==> src/hw/rtl/hashed_key_value_table_macros.svh <==
// ============================================================================
// Assertion macros for the hashed key/value table
// Implication checks on the block's clock with reset as the disable condition.
// ============================================================================
`ifndef HASHED_KEY_VALUE_TABLE_MACROS_SVH
`define HASHED_KEY_VALUE_TABLE_MACROS_SVH

`ifndef ASSERT_OFF
`define HKV_ASSERT_IMPLY(label, clk, rst_n, ante, cons) \
    label: assert property (@(posedge clk) disable iff (!rst_n) (ante) |-> (cons)) \
        else $error("hashed_key_value_table: same-cycle check failed");
`define HKV_ASSERT_NEXT(label, clk, rst_n, ante, cons) \
    label: assert property (@(posedge clk) disable iff (!rst_n) (ante) |=> (cons)) \
        else $error("hashed_key_value_table: next-cycle check failed");
`else
`define HKV_ASSERT_IMPLY(label, clk, rst_n, ante, cons)
`define HKV_ASSERT_NEXT(label, clk, rst_n, ante, cons)
`endif

`endif

==> src/hw/rtl/hkv_pkg.sv <==
// ============================================================================
// hkv_pkg
// Shared types, codes and defaults of the hashed key/value table.
// ============================================================================
package hkv_pkg;

    localparam int KEY_W        = 31;
    localparam int VALUE_W      = 64;
    localparam int BUCKETS_DEF  = 16;
    localparam int SLOTS_DEF    = 4;

    localparam logic [1:0] OP_INSERT = 2'd0;
    localparam logic [1:0] OP_SEARCH = 2'd1;
    localparam logic [1:0] OP_DELETE = 2'd2;

    localparam logic [2:0] ST_INSERTED  = 3'd0;
    localparam logic [2:0] ST_DUPLICATE = 3'd1;
    localparam logic [2:0] ST_FULL      = 3'd2;
    localparam logic [2:0] ST_FOUND     = 3'd3;
    localparam logic [2:0] ST_NOT_FOUND = 3'd4;
    localparam logic [2:0] ST_DELETED   = 3'd5;

    typedef struct packed {
        logic [1:0]         op;
        logic [KEY_W-1:0]   key;
        logic [VALUE_W-1:0] value;
    } req_t;

    typedef struct packed {
        logic [2:0]         status;
        logic [VALUE_W-1:0] value_out;
    } rsp_t;

    // One slot of a bucket row as it sits in memory.
    typedef struct packed {
        logic               used;
        logic [KEY_W-1:0]   key;
        logic [VALUE_W-1:0] value;
    } slot_t;

    typedef struct packed {
        logic capture;
        logic hash;
        logic reduce;
        logic read;
        logic exec;
        logic clear;
    } cmd_t;

    typedef struct packed {
        logic clear_last;
    } sts_t;

endpackage

==> src/hw/rtl/hkv_ctrl.sv <==
// ============================================================================
// hkv_ctrl
// Sequencer: clearing pass after reset, then one request at a time.
// ============================================================================
module hkv_ctrl (
    input  logic          clk,
    input  logic          rst_n,
    input  logic          start,
    input  hkv_pkg::sts_t sts,
    output hkv_pkg::cmd_t cmd,
    output logic          busy
);
    import hkv_pkg::*;

    localparam logic [2:0] S_CLEAR  = 3'd0;
    localparam logic [2:0] S_IDLE   = 3'd1;
    localparam logic [2:0] S_HASH   = 3'd2;
    localparam logic [2:0] S_REDUCE = 3'd3;
    localparam logic [2:0] S_READ   = 3'd4;
    localparam logic [2:0] S_EXEC   = 3'd5;

    logic [2:0] state_reg;
    logic [2:0] state_next;

    always_ff @(posedge clk or negedge rst_n)
    begin
        if (!rst_n)
        begin
            state_reg <= S_CLEAR;
        end
        else
        begin
            state_reg <= state_next;
        end
    end

    always_comb
    begin
        state_next = state_reg;
        cmd        = '0;
        case (state_reg)
            S_CLEAR:
            begin
                cmd.clear = 1'b1;
                if (sts.clear_last)
                begin
                    state_next = S_IDLE;
                end
            end
            S_IDLE:
            begin
                if (start)
                begin
                    cmd.capture = 1'b1;
                    state_next  = S_HASH;
                end
            end
            S_HASH:
            begin
                cmd.hash   = 1'b1;
                state_next = S_REDUCE;
            end
            S_REDUCE:
            begin
                cmd.reduce = 1'b1;
                state_next = S_READ;
            end
            S_READ:
            begin
                cmd.read   = 1'b1;
                state_next = S_EXEC;
            end
            S_EXEC:
            begin
                cmd.exec   = 1'b1;
                state_next = S_IDLE;
            end
            default:
            begin
                state_next = S_IDLE;
            end
        endcase
    end

    assign busy = (state_reg != S_IDLE);

endmodule

==> config.mk <==
export PLATFORM = sky130hd
export DESIGN_NAME = hkv_ctrl
export DESIGN_NICKNAME = d
export VERILOG_FILES = /design/src/hw/rtl/hashed_key_value_table_macros.svh /design/src/hw/rtl/hkv_pkg.sv /design/src/hw/rtl/hkv_ctrl.sv
export SDC_FILE = /design/constraint.sdc
export NUM_CORES = 1
export LEC_CHECK = 0
export ABC_AREA = 1
export BUFFER_PORTS_ARGS = -buffer_cell sky130_fd_sc_hd__buf_2
export CAP_MARGIN = 5
export CORE_AREA = 2 2 39 41
export CTS_CLUSTER_SIZE = 28
export DETAILED_ROUTE_END_ITERATION = 6
export DIE_AREA = 0 0 41 43
export HOLD_SLACK_MARGIN = 0.05
export PLACE_DENSITY = 0.34
export SLEW_MARGIN = 20
export SYNTH_ARGS = -nofsm -noshare
export SYNTH_HDL_FRONTEND = slang
export SYNTH_SLANG_ARGS = --single-unit
==> constraint.sdc <==
create_clock -name clk -period 2.9 [get_ports clk]
set_clock_uncertainty 0.15 [all_clocks]
set_input_delay 0.87 -clock clk [delete_from_list [all_inputs] [get_ports clk]]
set_output_delay 0.87 -clock clk [all_outputs]
set_load 0.02 [all_outputs]
==> results.cfg <==
[setup_path]
start_kind = primary input
rr_endpoint = state_reg[0]
crit_fanout = 2
cp.required_ns = 1.88
worstSetupEndpointType = primary output
reg2reg_depth = 4
crit_top_cell = buf_2
worstSetupPathDepth = 4
cpLargestDelayFamily = buffers and inverters
critPathArrivalTime_ns = 1.25
r2r_setup_slack_ns = 1.82
criticalPathCategory = primary input to primary output
reg2reg_from = state_reg[1]
path_buf_inv = 3
cp_cell_sequence = buf_2 -> inv_1 -> nor2_1 -> buf_2
cpMaxStageDelayCell = buf_2
max_stage_delay_ns = 0.16

[hold_path]
min_path_type = primary input to async pin

[synthesis]
ys_ff_latch = 3
avgSynthCellArea_um2 = 6.56
synth-seq-area-share_pct = 39.5
synth_warnings = 0
syn_inst = 29
yosysTopAreaCell = dfrtp_1
ys_types = 11
syn-num-nets = 33
yosys-top-cells-area = dfrtp_1 39%, nor2_1 14%, inv_1 12%
syn_area_um2 = 190
synth_top_area_share_pct = 39.5

[clock_network]
clockBufferDepth = 2
htreeDepth = 1
root_buffer = clkbuf_4
cts_setup_buffers = 0
post_cts_resized = 0
cts_made_buffers = 3
cts_tree = done
cts-hold-fix-buffers = 0
path_clk_slew_ns = 0.04
clk_latency_ns = 0.23
cts_sinks = 3

[layout]
multiInputGateArea_um2 = 85.1
area_delta_synth_final_pct = 50.7
drive_gt1_share_pct = 37.2
mostFrequentLayoutCell = buf_2
n_antenna_cell = 0
mostFrequentLayoutCells = 10 x buf_2, 7 x nor2_1, 6 x inv_1, 4 x nand2_1
fin_cells = 59
n_fill_cell = 161
final_util_pct = 20.7
largest_reg_flops = 3
ff_latch_area_um2 = 75.1
nNetsFinal = 48

[sta]
rsz0062_at_grt = false
max_freq_ghz = 0.440
drv_slew = 0
min_period_ns = 2.27
setup-violations-final = 0
tns_ns = 0
period_share_pct = 78.4
hold_viol_final = 0
tightest_slew_ns = 0.172
max_slew_margin_pct = 88.5

[placed_design]
place_hpwl_um = 376
place_congestion = 0.693
placement.io_buffers = 10
dp_cells = 55

[routing]
viasPerCell = 3.61
wl_per_cell_um = 7.86
vias = 213
routed_wl_um = 464
drc_errors = 0
drt_iter0_markers = 2
ant_nets = 0
first_pass_iters = 4

[power]
powerDensity_nw_per_um2 = 1220
p_leak_nw = 0.182
ir_worst_vdd_mv = 0.309

[global_routing]
grt_pass1_vias = 188
grt_usage_pct = 6.75
antenna_found_initial = 0
overflow = 0
grt_max_degree = 8
grt_pass1_wl_um = 696

[floorplanning]
fp.dieArea_um2 = 1760
io-pin-count = 11
die_x_um = 41
dieHeight_um = 43
fp-row-count = 14
core_area_um2 = 1380
start_util_pct = 13.7

[job]
drv_cap = 0

[run_status]
run_status = complete, no violations
==> power by group <==
group	switching (mW)	leakage, nW	total (mW)	internal [mW]
logic	0.130	0.130	0.195	0.0642
clock network	0.0209	0.0150	0.0724	0.0515
registers	0.0215	0.0369	0.0820	0.0606
total	0.173	0.182	0.349	0.176
==> cell type report <==
type,count,area share (%)
inverter,8,10.5
tap,16,6.99
clock buffer,4,9.17
multi-input combinational,18,29.7
timing repair buffer,10,17.5
sequential,3,26.2
==> worst reg2reg max path, cell delays in order, from the launching register on <==
cell and delay, ns:
dfrtp_1 0.42, nor2_1 0.16, nand3b_1 0.12, nand2_1 0.09
inv_1 0.04
==> metal layers <==
layer  global-route usage [%]  wire, um  vias to the layer above
met4                     10.0         0                        0
met1                     6.17       194                       90
li1                         -         -                      117
met3                     3.14        35                        0
met5                        0         0                        -
met2                     8.44       235                        6
==> cell usage after synthesis, drive strengths merged <==
cell and number:
nor3 1, nand3b 1, inv 8, dfrtp 3
o22ai 1, nor2 7, nand3 3, nand2 4
o21ai 1
==> how the worst max path moves through the flow <==
stage / start / end / slack [ns]
after CTS: start / cmd[5] / 0.62
final: start / cmd[5] / 0.63
after global placement: start / cmd[5] / 0.63
after floorplan: start / cmd[5] / 0.69
after global routing: start / cmd[5] / 0.59
after detailed placement: start / cmd[5] / 0.62
==> cell families after synthesis <==
group                  count (synthesis)  share of synthesized area (%)
AOI/OAI and AO/OA                      2                           5.92
buffers and inverters                  8                           15.8
DFF                                    3                           39.5
and+or+nand+nor                       16                           38.8
==> stage by stage <==
stage,power [mW],hold WS [ns],cell area (um2),worst slack [ns]
6_report,0.349,0.276,287,0.628
5_1_grt,0.388,0.253,287,0.588
4_1_cts,0.356,0.269,287,0.617
3_5_place_dp,0.279,0.468,260,0.619
3_3_place_gp,0.283,0.486,260,0.627
2_1_floorplan,0.222,0.424,190,0.685
Note: power is estimated with default switching activity, not from simulation.
